### config.mk
export PLATFORM = sky130hd
export DESIGN_NAME = limit_order_book_matcher
export DESIGN_NICKNAME = d
export VERILOG_FILES = /design/src/hw/rtl/lobm_pkg.sv /design/src/hw/rtl/lobm_ram.sv /design/src/hw/rtl/limit_order_book_matcher.sv
export SDC_FILE = /design/constraint.sdc
export NUM_CORES = 2
export LEC_CHECK = 0
export ABC_CLOCK_PERIOD_IN_PS = 19400
export BUFFER_PORTS_ARGS = -buffer_cell sky130_fd_sc_hd__buf_2
export CAP_MARGIN = 30
export CORE_MARGIN = 4
export CORE_UTILIZATION = 45
export CTS_BUF_LIST = sky130_fd_sc_hd__clkbuf_8
export DETAILED_ROUTE_END_ITERATION = 6
export GPL_ROUTABILITY_DRIVEN = 0
export GPL_TIMING_DRIVEN = 0
export HOLD_SLACK_MARGIN = 0.05
export SYNTH_ARGS = -nofsm -noshare
export SYNTH_HDL_FRONTEND = slang
export SYNTH_HIERARCHICAL = 1
export SYNTH_SLANG_ARGS = --single-unit
### constraint.sdc
create_clock -name clk_i -period 19.4 [get_ports clk_i]
set_input_delay 2.91 -clock clk_i [delete_from_list [all_inputs] [get_ports clk_i]]
set_output_delay 2.91 -clock clk_i [all_outputs]
set_load 0.05 [all_outputs]
### src/hw/rtl/lobm_pkg.sv
// Package with the shared types and codes of the limit order book matcher.
`timescale 1ns / 1ps
`default_nettype none
package lobm_pkg;

  localparam int unsigned PRICE_W = 17;
  localparam int unsigned QTY_W   = 16;
  localparam int unsigned SEQ_W   = 16;
  localparam int unsigned TOTAL_W = 21;

  localparam logic [PRICE_W-1:0] EMPTY_ASK_RESET = 17'd99999;
  localparam logic [PRICE_W-1:0] EMPTY_BID_RESET = 17'd0;

  typedef enum logic [1:0] {
    ACT_BUY    = 2'd0,
    ACT_SELL   = 2'd1,
    ACT_CANCEL = 2'd2,
    ACT_CLEAR  = 2'd3
  } action_e;

  typedef enum logic {
    CFG_EMPTY_ASK = 1'b0,
    CFG_EMPTY_BID = 1'b1
  } cfg_reg_e;

  typedef enum logic {
    KIND_TRADE = 1'b0,
    KIND_QUOTE = 1'b1
  } kind_e;

  typedef enum logic [2:0] {
    ST_IDLE,
    ST_MSCAN,
    ST_MDEC,
    ST_CSCAN,
    ST_REST,
    ST_QSCAN,
    ST_QUOTE
  } state_e;

  typedef struct packed {
    logic [1:0]         action;
    logic [QTY_W-1:0]   quantity;
    logic [PRICE_W-1:0] limit_price;
    logic [SEQ_W-1:0]   cancel_ref;
  } in_t;

  typedef struct packed {
    logic               kind;
    logic [QTY_W-1:0]   trade_size;
    logic [PRICE_W-1:0] trade_price;
    logic [TOTAL_W-1:0] bid_size;
    logic [PRICE_W-1:0] bid_price;
    logic [TOTAL_W-1:0] ask_size;
    logic [PRICE_W-1:0] ask_price;
    logic               dropped;
    logic               last;
  } out_t;

  // One resting order as held in the book memory.
  typedef struct packed {
    logic               side;
    logic [PRICE_W-1:0] price;
    logic [QTY_W-1:0]   size;
    logic [SEQ_W-1:0]   seq;
  } entry_t;

  localparam int unsigned ENTRY_W = $bits(entry_t);

endpackage
`default_nettype wire

### src/hw/rtl/lobm_ram.sv
// Generic single-port-write, single-port-read RAM with registered read data.
`timescale 1ns / 1ps
`default_nettype none
module lobm_ram #(
  parameter int unsigned WIDTH = 8,
  parameter int unsigned DEPTH = 32
) (
  input  wire logic                     clk_i,
  input  wire logic                     we_i,
  input  wire logic [$clog2(DEPTH)-1:0] waddr_i,
  input  wire logic [WIDTH-1:0]         wdata_i,
  input  wire logic [$clog2(DEPTH)-1:0] raddr_i,
  output logic      [WIDTH-1:0]         rdata_o
);

  logic [WIDTH-1:0] mem_q [DEPTH];

  always_ff @(posedge clk_i) begin
    if (we_i) begin
      mem_q[waddr_i] <= wdata_i;
    end
    rdata_o <= mem_q[raddr_i];
  end

endmodule
`default_nettype wire

### src/hw/rtl/limit_order_book_matcher.sv
// Limit order book matcher with price-time priority, built around one book memory.
//
// Input beats (buy, sell, cancel, clear) arrive on in_valid_i/in_ready_o; every
// beat produces zero or more trade beats followed by one quote beat with last
// set, on out_valid_o/out_ready_i. Configuration writes are registered at once and
// never wait. Each item is handled on its own. A buy or a sell needs one match
// sweep of the book memory plus one decision step per fill, and one more such
// pass when the order is not used up. It then rests its remainder and sweeps
// once more for the quote; a cancel sweeps for its reference and then for the
// quote, and a clear sweeps only for the quote. Each sweep reads the book memory
// through its single read port, one entry per cycle. A finished result sits in
// the output register while the next step proceeds; the sequencer only waits
// when a new beat must be loaded and the receiver has not taken the previous one.
// Reset empties the book (valid flags cleared), sets the sequence count to one
// and restores the empty-side prices; the memory contents need no clearing.
`timescale 1ns / 1ps
`default_nettype none
module limit_order_book_matcher #(
  parameter int unsigned MAX_ORDERS = 32
) (
  input  wire logic                          clk_i,
  input  wire logic                          rst_ni,
  input  wire logic                          in_valid_i,
  output logic                               in_ready_o,
  input  wire lobm_pkg::in_t                 in_data_i,
  output logic                               out_valid_o,
  input  wire logic                          out_ready_i,
  output lobm_pkg::out_t                     out_data_o,
  input  wire logic                          cfg_we_i,
  input  wire logic                          cfg_idx_i,
  input  wire logic [lobm_pkg::PRICE_W-1:0]  cfg_data_i
);

  localparam int unsigned AW = $clog2(MAX_ORDERS);
  localparam int unsigned CW = AW + 1;
  localparam logic [CW-1:0] LAST_CNT = CW'(MAX_ORDERS);

  lobm_pkg::state_e state_q, state_d;

  logic [lobm_pkg::PRICE_W-1:0] empty_ask_q, empty_bid_q;
  logic [MAX_ORDERS-1:0]        valid_q;
  logic [lobm_pkg::SEQ_W-1:0]   seq_cnt_q;

  logic [1:0]                   act_q;
  logic [lobm_pkg::QTY_W-1:0]   rem_q;
  logic [lobm_pkg::PRICE_W-1:0] limit_q;
  logic [lobm_pkg::SEQ_W-1:0]   ref_q;
  logic [lobm_pkg::SEQ_W-1:0]   my_seq_q;
  logic                         dropped_q;

  // Sweep counter and read pipeline.
  logic [CW-1:0] cnt_q;
  logic          rd_vld_q;
  logic [AW-1:0] rd_idx_q;
  logic          sweep_done;

  // Best resting entry found by the match sweep.
  logic                  best_found_q;
  logic [AW-1:0]         best_idx_q;
  lobm_pkg::entry_t      best_q;

  // Quote accumulators.
  logic                         bid_found_q, ask_found_q;
  logic [lobm_pkg::PRICE_W-1:0] bid_price_q, ask_price_q;
  logic [lobm_pkg::TOTAL_W-1:0] bid_total_q, ask_total_q;

  logic           out_valid_q;
  lobm_pkg::out_t out_q;
  logic           out_free;
  logic           out_load;
  lobm_pkg::out_t trade_beat;
  lobm_pkg::out_t quote_beat;

  // Memory ports.
  logic             ram_we;
  logic [AW-1:0]    ram_waddr;
  lobm_pkg::entry_t ram_wdata;
  logic [AW-1:0]    ram_raddr;
  logic [lobm_pkg::ENTRY_W-1:0] ram_rdata;
  lobm_pkg::entry_t rd_entry;

  logic                  free_found;
  logic [AW-1:0]         free_idx;
  logic                  crossed;
  logic                  fill_partial;
  logic                  fill_go;
  logic [lobm_pkg::QTY_W-1:0] fill_size;
  logic                  other_side;
  logic                  rd_live;

  lobm_ram #(
    .WIDTH(lobm_pkg::ENTRY_W),
    .DEPTH(MAX_ORDERS)
  ) u_book (
    .clk_i  (clk_i),
    .we_i   (ram_we),
    .waddr_i(ram_waddr),
    .wdata_i(ram_wdata),
    .raddr_i(ram_raddr),
    .rdata_o(ram_rdata)
  );

  assign rd_entry   = lobm_pkg::entry_t'(ram_rdata);
  assign rd_live    = rd_vld_q && valid_q[rd_idx_q];
  assign sweep_done = (cnt_q == LAST_CNT) && !rd_vld_q;
  assign out_free   = !out_valid_q || out_ready_i;
  assign other_side = ~act_q[0];
  assign out_valid_o = out_valid_q;
  assign out_data_o  = out_q;

  assign crossed = (act_q == lobm_pkg::ACT_BUY) ? (best_q.price > limit_q)
                                                : (best_q.price < limit_q);
  assign fill_partial = rem_q < best_q.size;
  assign fill_size    = fill_partial ? rem_q : best_q.size;
  assign fill_go      = best_found_q && !crossed && (rem_q != '0) && out_free;
  assign out_load     = ((state_q == lobm_pkg::ST_MDEC) && fill_go)
                        || ((state_q == lobm_pkg::ST_QUOTE) && out_free);

  // Lowest free entry for a resting remainder.
  always_comb begin
    free_found = 1'b0;
    free_idx   = '0;
    for (int k = MAX_ORDERS - 1; k >= 0; k--) begin
      if (!valid_q[k]) begin
        free_found = 1'b1;
        free_idx   = AW'(k);
      end
    end
  end

  // Result beats as they would be loaded into the output register.
  always_comb begin
    trade_beat             = '0;
    trade_beat.kind        = lobm_pkg::KIND_TRADE;
    trade_beat.trade_size  = fill_size;
    trade_beat.trade_price = best_q.price;
    quote_beat             = '0;
    quote_beat.kind        = lobm_pkg::KIND_QUOTE;
    quote_beat.bid_size    = bid_found_q ? bid_total_q : '0;
    quote_beat.bid_price   = bid_found_q ? bid_price_q : empty_bid_q;
    quote_beat.ask_size    = ask_found_q ? ask_total_q : '0;
    quote_beat.ask_price   = ask_found_q ? ask_price_q : empty_ask_q;
    quote_beat.dropped     = dropped_q;
    quote_beat.last        = 1'b1;
  end

  // Next state.
  always_comb begin
    state_d = state_q;
    case (state_q)
      lobm_pkg::ST_IDLE: begin
        if (in_valid_i) begin
          case (in_data_i.action)
            lobm_pkg::ACT_BUY, lobm_pkg::ACT_SELL: state_d = lobm_pkg::ST_MSCAN;
            lobm_pkg::ACT_CANCEL:                  state_d = lobm_pkg::ST_CSCAN;
            default:                               state_d = lobm_pkg::ST_QSCAN;
          endcase
        end
      end
      lobm_pkg::ST_MSCAN: if (sweep_done) state_d = lobm_pkg::ST_MDEC;
      lobm_pkg::ST_MDEC: begin
        if (!best_found_q || crossed || rem_q == '0) begin
          state_d = lobm_pkg::ST_REST;
        end else if (out_free) begin
          state_d = fill_partial || (rem_q == best_q.size) ? lobm_pkg::ST_REST
                                                            : lobm_pkg::ST_MSCAN;
        end
      end
      lobm_pkg::ST_CSCAN: if (sweep_done) state_d = lobm_pkg::ST_QSCAN;
      lobm_pkg::ST_REST:  state_d = lobm_pkg::ST_QSCAN;
      lobm_pkg::ST_QSCAN: if (sweep_done) state_d = lobm_pkg::ST_QUOTE;
      lobm_pkg::ST_QUOTE: if (out_free) state_d = lobm_pkg::ST_IDLE;
      default:            state_d = lobm_pkg::ST_IDLE;
    endcase
  end

  // Outputs of the sequencer: handshake and memory ports.
  always_comb begin
    in_ready_o = 1'b0;
    ram_we     = 1'b0;
    ram_waddr  = best_idx_q;
    ram_wdata  = best_q;
    ram_raddr  = cnt_q[AW-1:0];
    case (state_q)
      lobm_pkg::ST_IDLE: in_ready_o = 1'b1;
      lobm_pkg::ST_MDEC: begin
        ram_wdata.size = best_q.size - rem_q;
        ram_we = fill_go && fill_partial;
      end
      lobm_pkg::ST_REST: begin
        ram_waddr       = free_idx;
        ram_wdata.side  = act_q[0];
        ram_wdata.price = limit_q;
        ram_wdata.size  = rem_q;
        ram_wdata.seq   = my_seq_q;
        ram_we          = rem_q != '0 && free_found;
      end
      default: ;
    endcase
  end

  // Datapath and control registers.
  always_ff @(posedge clk_i or negedge rst_ni) begin
    if (!rst_ni) begin
      state_q      <= lobm_pkg::ST_IDLE;
      empty_ask_q  <= lobm_pkg::EMPTY_ASK_RESET;
      empty_bid_q  <= lobm_pkg::EMPTY_BID_RESET;
      valid_q      <= '0;
      seq_cnt_q    <= lobm_pkg::SEQ_W'(1);
      cnt_q        <= '0;
      rd_vld_q     <= 1'b0;
      out_valid_q  <= 1'b0;
    end else begin
      state_q <= state_d;

      if (cfg_we_i) begin
        if (cfg_idx_i == lobm_pkg::CFG_EMPTY_ASK) empty_ask_q <= cfg_data_i;
        else                                      empty_bid_q <= cfg_data_i;
      end

      if (out_load)         out_valid_q <= 1'b1;
      else if (out_ready_i) out_valid_q <= 1'b0;

      // The sweep issues one read per cycle; the counter restarts on entry.
      if (state_d != state_q) begin
        cnt_q    <= '0;
        rd_vld_q <= 1'b0;
      end else if (cnt_q != LAST_CNT) begin
        cnt_q    <= cnt_q + CW'(1);
        rd_vld_q <= 1'b1;
        rd_idx_q <= cnt_q[AW-1:0];
      end else begin
        rd_vld_q <= 1'b0;
      end

      case (state_q)
        lobm_pkg::ST_IDLE: begin
          if (in_valid_i) begin
            act_q     <= in_data_i.action;
            rem_q     <= in_data_i.quantity;
            limit_q   <= in_data_i.limit_price;
            ref_q     <= in_data_i.cancel_ref;
            my_seq_q  <= seq_cnt_q;
            dropped_q <= 1'b0;
            best_found_q <= 1'b0;
            bid_found_q  <= 1'b0;
            ask_found_q  <= 1'b0;
            if (in_data_i.action == lobm_pkg::ACT_CLEAR) begin
              valid_q   <= '0;
              seq_cnt_q <= lobm_pkg::SEQ_W'(1);
            end else begin
              seq_cnt_q <= seq_cnt_q + lobm_pkg::SEQ_W'(1);
            end
          end
        end
        lobm_pkg::ST_MSCAN: begin
          if (rd_live && rd_entry.side == other_side) begin
            if (!best_found_q
                || (rd_entry.price != best_q.price
                    && (other_side ? rd_entry.price < best_q.price
                                   : rd_entry.price > best_q.price))
                || (rd_entry.price == best_q.price && rd_entry.seq < best_q.seq)) begin
              best_found_q <= 1'b1;
              best_idx_q   <= rd_idx_q;
              best_q       <= rd_entry;
            end
          end
        end
        lobm_pkg::ST_MDEC: begin
          // The candidate is kept only while a fill waits for the output register.
          best_found_q <= best_found_q && !crossed && (rem_q != '0) && !out_free;
          if (fill_go) begin
            rem_q <= rem_q - fill_size;
            if (!fill_partial) valid_q[best_idx_q] <= 1'b0;
            out_q <= trade_beat;
          end
        end
        lobm_pkg::ST_CSCAN: begin
          if (rd_live && rd_entry.seq == ref_q) valid_q[rd_idx_q] <= 1'b0;
        end
        lobm_pkg::ST_REST: begin
          if (rem_q != '0) begin
            if (free_found) valid_q[free_idx] <= 1'b1;
            else            dropped_q <= 1'b1;
          end
        end
        lobm_pkg::ST_QSCAN: begin
          if (rd_live && rd_entry.side == 1'b0) begin
            if (!bid_found_q || rd_entry.price > bid_price_q) begin
              bid_found_q <= 1'b1;
              bid_price_q <= rd_entry.price;
              bid_total_q <= lobm_pkg::TOTAL_W'(rd_entry.size);
            end else if (rd_entry.price == bid_price_q) begin
              bid_total_q <= bid_total_q + lobm_pkg::TOTAL_W'(rd_entry.size);
            end
          end
          if (rd_live && rd_entry.side == 1'b1) begin
            if (!ask_found_q || rd_entry.price < ask_price_q) begin
              ask_found_q <= 1'b1;
              ask_price_q <= rd_entry.price;
              ask_total_q <= lobm_pkg::TOTAL_W'(rd_entry.size);
            end else if (rd_entry.price == ask_price_q) begin
              ask_total_q <= ask_total_q + lobm_pkg::TOTAL_W'(rd_entry.size);
            end
          end
        end
        lobm_pkg::ST_QUOTE: begin
          if (out_free) out_q <= quote_beat;
        end
        default: ;
      endcase
    end
  end

  // A beat accepted from the input keeps the sequencer busy in the next cycle.
  assert property (@(posedge clk_i) disable iff (!rst_ni)
    in_valid_i && in_ready_o |=> !in_ready_o)
    else $error("sequencer took a beat but stayed idle");

  // Only quotes close an item, and trades never carry a drop flag.
  assert property (@(posedge clk_i) disable iff (!rst_ni)
    out_valid_o && out_data_o.kind == lobm_pkg::KIND_TRADE |->
      !out_data_o.last && !out_data_o.dropped)
    else $error("trade beat marked as last or dropped");

  // The book memory is written only in the fill or the rest step.
  assert property (@(posedge clk_i) disable iff (!rst_ni)
    ram_we |-> state_q == lobm_pkg::ST_MDEC || state_q == lobm_pkg::ST_REST)
    else $error("book memory written outside the fill or rest step");

  // Returning to idle follows the loading of the closing quote.
  assert property (@(posedge clk_i) disable iff (!rst_ni)
    $past(state_q == lobm_pkg::ST_QUOTE) && state_q == lobm_pkg::ST_IDLE |->
      out_valid_o && out_data_o.last)
    else $error("item closed without a quote");

endmodule
`default_nettype wire
Word-level counts from Yosys, hierarchy flattened
Memories as Yosys holds them, arrays and structs flattened. A register that Yosys moved wholly into a read port is not among the register bits.
Index checks and enable logic that the tools add are counted.
{"block": "word_totals", "ff_bits": 412, "out_inout_bits": 114, "latch_bits": 0, "wordCells": 305, "inputBits": 74, "romBits": 0, "ram_bits": 1600, "n_memories": 1}
{"name": "u_book.mem_q", "words": 32, "width": 50, "rd": 1, "rd_ports_with_merged_regs": 1, "wr": 1, "line": "lobm_ram.sv:16", "source": "logic [WIDTH-1:0] mem_q [DEPTH];"}
{"block": "classes", "eq_ne": 34, "addsub": 6, "multipliers": 0, "shifts": 0, "n_reduce_logical": 68, "div_mod_pow": 0, "bitwise_logic": 9, "muxes": 135, "n_lt_le_gt_ge": 14}
{"cell": "two-way mux 112 bit", "count": 2}
{"cell": "two-way mux 32 bit", "count": 7}
{"cell": "case mux 112 bit (2 select lines)", "count": 1}
{"cell": "two-way mux 5 bit", "count": 33}
{"cell": "case mux 32 bit (4 select lines)", "count": 1}
{"cell": "two-way mux 16 bit", "count": 7}
{"cell": "two-way mux 21 bit", "count": 4}
{"cell": "AND 32 bit", "count": 2}
{"cell": "NOT 32 bit", "count": 2}
{"cell": "case mux 16 bit (2 select lines)", "count": 2}
{"cell": "two-way mux 1 bit", "count": 54}
{"cell": "equality test 17 bit", "count": 3}
{"cell": "> comparator 17 bit", "count": 3}
{"cell": "< comparator 17 bit", "count": 3}
{"cell": "adder 21 x 16 -> 21 bit", "count": 2}
{"cell": "two-way mux 17 bit", "count": 2}
{"cell": "equality test 16 bit", "count": 2}
{"cell": "< comparator 16 bit", "count": 2}
{"cell": "bitwise OR 32 bit", "count": 1}
{"cell": "subtractor 16 bit", "count": 2}
{"cell": "inequality test 2 bit (second input constant)", "count": 15}
{"cell": "AND reduction 4 bit", "count": 7}
{"cell": "two-way mux 3 bit", "count": 8}
{"cell": "case mux 3 bit (7 select lines)", "count": 1}
{"cell": "37 further kinds", "count": 100}

Depth between registers and ports, before layout
{"block": "logic_depth", "ltp_word": 40, "mapped_depth": 21, "ltp_nobuf": 21}

Cells and area by module
Netlist, hierarchy kept.
{"module": "lobm_ram", "n_inst": 1, "cells_each": 3504, "area_per_inst_um2": 63210.6, "seq_area_each_um2": 49047.0}
{"module": "limit_order_book_matcher", "n_inst": 1, "cells_each": 2101, "area_per_inst_um2": 23094.6, "seq_area_each_um2": 11890.2}

Worst setup path after synthesis
OpenSTA, ideal clock, no wires.
{"block": "synth_timing", "kind": "input-to-reg", "start": "input rst_ni", "end": "register out_q (netlist bit out_data_o[100]), enable pin", "slack_ns": 10.203, "setup_ns": 0.618, "path_stages": 3, "arrival_ns": 8.579, "required_ns": 18.782, "cell_sequence": "clkbuf_1 nand2_1 a21oi_1"}
{"block": "synth_via", "elab_chain_len": 1}
{"element": "start: declaration", "line": "limit_order_book_matcher.sv:22", "source": "input wire logic rst_ni,"}
{"element": "AND reduction 4 bit (no source line)"}
{"element": "end signal: assignment", "line": "limit_order_book_matcher.sv:275", "source": "out_q <= trade_beat;"}
{"element": "end signal: assignment", "line": "limit_order_book_matcher.sv:308", "source": "if (out_free) out_q <= quote_beat;"}
{"element": "end: declaration", "line": "limit_order_book_matcher.sv:68", "source": "lobm_pkg::out_t out_q;"}
No other way between the ends.
A chain may end at the register's enable or synchronous reset.

Final worst setup path
{"block": "layout_timing", "start": "register rem_q[0] in the netlist's numbering", "end": "register rem_q[14] in the netlist's numbering (data pin)"}
{"block": "layout_via", "elab_chain_len": 5}
{"element": "start: declaration", "line": "limit_order_book_matcher.sv:45", "source": "logic [lobm_pkg::QTY_W-1:0] rem_q;"}
{"element": "start signal: assignment", "line": "limit_order_book_matcher.sv:240", "source": "rem_q <= in_data_i.quantity;"}
{"element": "start signal: assignment", "line": "limit_order_book_matcher.sv:273", "source": "rem_q <= rem_q - fill_size;"}
{"element": "< comparator 16 bit", "line": "limit_order_book_matcher.sv:113", "source": "assign fill_partial = rem_q < best_q.size;"}
{"element": "two-way mux 16 bit (*)", "line": "limit_order_book_matcher.sv:114", "source": "assign fill_size = fill_partial ? rem_q : best_q.size;"}
{"element": "named net fill_size (one bit)", "line": "limit_order_book_matcher.sv:87", "source": "logic [lobm_pkg::QTY_W-1:0] fill_size;"}
{"element": "subtractor 16 bit (*)", "line": "limit_order_book_matcher.sv:273"}
{"element": "two-way mux 16 bit (*)", "line": "limit_order_book_matcher.sv:272", "source": "if (fill_go) begin"}
{"element": "case mux 16 bit (2 select lines) (*)", "line": "limit_order_book_matcher.sv:236", "source": "case (state_q)"}
The timed path passes the listed nets; every way through them passes the cells marked *. The select of a mux whose other input is x is not followed.

==> impl_results.md <==
* Status: finished with violations
* Failing checks: design-rule violations
* Synth top area share at between 60% and 70%
* Clock Latency Late Sink at 1060 ps
* First-pass GRT wire length at 344 mm
* Initial antenna violation count at 12
* DR vias at 51.8k
* Clk_skew at roughly 85 ps
* DR iter-0 viols at between 5k and 6k
* Post-synth EDFFs at between 1.5k and 2k
* Vias in the first global route at approximately 52k
* Clk sinks at a little over 2k
* Tcrit/Tclk final at between 20% and 30%
* Crit Path Category: reg2reg
* Reg2reg path depth at 20
* Startpoint types: register
* Worst rel slew slack at between 20 and 30%
* Final Util at 52.4%
* Fin Setup TNS at 0 ps
* Total GRT Usage at 23.5%
* Initial Utilization at 45.3%
* Postcts setup bufs at 0
* Antenna-violating nets left at 0
* Max-Cap Viols at 0
* Worst Path Required at 20270 ps
* Drt pass-1 iters at 7
* GRT busiest layer: met2
* Layout cells sized above 1 at 15.9%
* # rows at 160
* Drt drc at 1
* Pwr Density at roughly 110 nW/um^2
* Final Cell Area at between 90000 and 100000 um^2
* CP max FO at 8
* Reg area at slightly above 60000 um^2
* Multi-input gate area at between 20000 and 25000 um^2
* GR Util met2 at between 30% and 40%
* Max Transition Viols Final at 0
* Static Leak at about 0.037 uW
* NumNets Final at 6507
* H-tree Lvls at 5
* Syn Nets at 5832
* Worst Setup SP: rem_q[0]
* Setup crit end kind: register
* CTS tree: built
* Ys flop type: edfxtp_1
* Avg Cell Area, Syn at 15.4 um^2
* Ports at roughly 190
* Max Freq at 175 MHz
* GRT overflow at 0
* Vias per inst at roughly 5.7
* Die width at between 400 and 500 um
* Met1 usage at about a third
* Seq/Total Area, Yosys at between 70 and 80%
* RSZ-0062 raised after global routing: no
* R2R Path Start: rem_q[0]
* Die Height at between 400 and 500 um
* Synth unique cells at 89
* Top cell type by total area after synthesis: edfxtp_1
* Core ar. at 190000 um^2
* Setup-failing EPs final at 0
* Worst min-delay path startpoint: rd_idx_q[0]
* Area contributors post-synth: edfxtp_1, mux2i_1, dfrtp_1
* Cells after synthesis at about 5.6k
* CTS root buffer: clkbuf_8
* FFs w/ async S/R, synth at between 4 and 5%
* P&R area growth vs syn at 15.5%
* # hold bufs at CTS at 0
* IO buf count at between 150 and 200
* Post-Syn Area at ~86000 um^2
* Area post-placement at ~93000 um^2
* Fill count at roughly 16k
* Reg2Reg Setup Slack at 13680 ps
* Register bit total from synthesis at 2061
* Worst Hold Class: reg2reg
* Period minus WS final at 5720 ps
* Max clock buf depth at 4
* Final hold vios at 0
* Routed WL at 237 mm
* Largest net degree at the start of global routing at 61
* Arrival time worst endpoint at around 6600 ps
* WL per Instance at 26.2 um
* TritonCTS Buffers at around 350
* Worst Setup EP: rem_q[14]
* Reg-to-reg critical path endpoint: rem_q[14]
* CTS resizes at 0
* Warnings, synthesis at 6
* Worst-path clk slew at around 70 ps
* VDD IR-drop max at approximately 0.000075 V
* Worst-margin pin slew at 1030 ps
* Met3 Usage GRT at 4.13%
* Die area at slightly below 200000 um^2
* DP Wirelength at about 160 mm
registers in the layout, summed over array words and instances (netlist names), 17 cells and up:
register        cells
empty_ask_q        17
u_book/mem_q     1600
out_data_o        111
valid_q            32
best_q             50
bid_price_q        17
ask_price_q        17
bid_total_q        21
ask_total_q        21
empty_bid_q        17
limit_q            17
u_book/rdata_o     50
worst min path at each step:
stage                     to  slack (ps)  depth (start not counted)
2_1_floorplan  best_idx_q[1]         420                          0
3_3_place_gp   best_idx_q[1]         430                          0
3_5_place_dp   best_idx_q[1]         440                          0
4_1_cts        best_idx_q[0]         430                          0
5_1_grt        best_idx_q[0]         450                          0
6_report       best_idx_q[0]         450                          0
synth_stat cells, drive strengths merged, types with 12 or more instances:
library cell / n
mux2: 52
a31oi: 61
dfrtp: 82
edfxtp: 1918
nand2: 326
o21ai: 143
ha: 149
and2: 13
dfxtp: 50
buf: 119
nor4: 25
xnor2: 33
o31ai: 22
inv: 146
o21a: 12
nor3b: 17
mux2i: 853
nor2: 197
nor3: 94
a21o: 27
a22oi: 172
nand2b: 23
xor2: 47
and4: 12
a221oi: 18
a2bb2oi: 12
clkbuf: 165
nand4: 31
a21oi: 224
and3: 62
nand3: 207
a22o: 101
nor2b: 19
a211oi: 17
power breakdown:
group / internal [uW] / switching, uW
Combinational: 671 / 1340
Clock: 1790 / 1690
Sequential: 4950 / 157
Total: 7400 / 3190
layer usage:
metal | part of all wire (%) | wire length, um
met5 | 0.0051 | 12
met4 | 3.8 | 9050
met3 | 7.6 | 18100
met2 | 47 | 111000
met1 | 42 | 99000
cell usage in the layout, fill, tap and decap left out, types with 59 or more instances in the layout:
cell type / netlist / final
a21oi_1: 224 / 222
a22o_1: 101 / 101
a22oi_1: 172 / 172
a31oi_1: 60 / 60
and3_1: 62 / 61
buf_12: 0 / 59
buf_2: 17 / 206
clkbuf_1: 160 / 160
clkbuf_8: 0 / 370
clkinv_1: 0 / 63
dfrtp_1: 82 / 82
edfxtp_1: 1918 / 1918
ha_1: 149 / 149
inv_1: 146 / 282
mux2i_1: 853 / 853
nand2_1: 325 / 325
nand3_1: 207 / 207
nor2_1: 194 / 161
nor3_1: 94 / 93
o21ai_0: 142 / 101
cell type report:
cell class,instances,share of cell area [%]
Antenna cell,10,0.0251
Buffer,284,1.63
Clock buffer,370,5.11
Clock inverter,232,1.02
Inverter,146,0.550
Multi-Input combinational cell,3114,23.8
Sequential cell,2061,61.1
Tap cell,2511,3.15
Timing Repair Buffer,326,3.61
stage by stage:
stage | hold slack [ps] | total power [uW] | setup WS [ps] | cells
after floorplan | 421 | 6330 | 10200 | 5605
after global placement | 432 | 7140 | 6030 | 8303
after detailed placement | 438 | 7180 | 13190 | 8438
after CTS | 426 | 10700 | 13700 | 9040
after global routing | 453 | 11000 | 13450 | 9046
final | 454 | 10600 | 13680 | 9054
critical path, cell delays in order, from the launching register on:
cell	delay, ps
edfxtp_1	470
ha_1	260
inv_1	70
fa_1	230
a211o_1	140
o211ai_1	130
a211o_1	340
a31oi_2	320
a21boi_2	200
nor2_4	360
mux2i_1	620
ha_1	310
fa_1	220
nor2b_1	60
o21ai_0	220
a21boi_0	170
o21ai_0	380
a211oi_1	210
o311a_1	430
or3_1	350
nand3_1	80
kinds of logic (layout without fill, tap and decap cells):
kind of cell | count (synthesis) | count (layout) | synth area share [%]
flops | 2061 | 2061 | 70.6
fa+ha+maj | 153 | 153 | 2.25
simple gates | 1070 | 1070 | 5.97
other cells | 0 | 10 | 0
mux | 913 | 913 | 10.8
buf+inv | 430 | 1358 | 2.52
xor+xnor | 80 | 80 | 0.812
compound gates | 898 | 898 | 7.05
No activity file was read; power rests on OpenSTA's default activity.
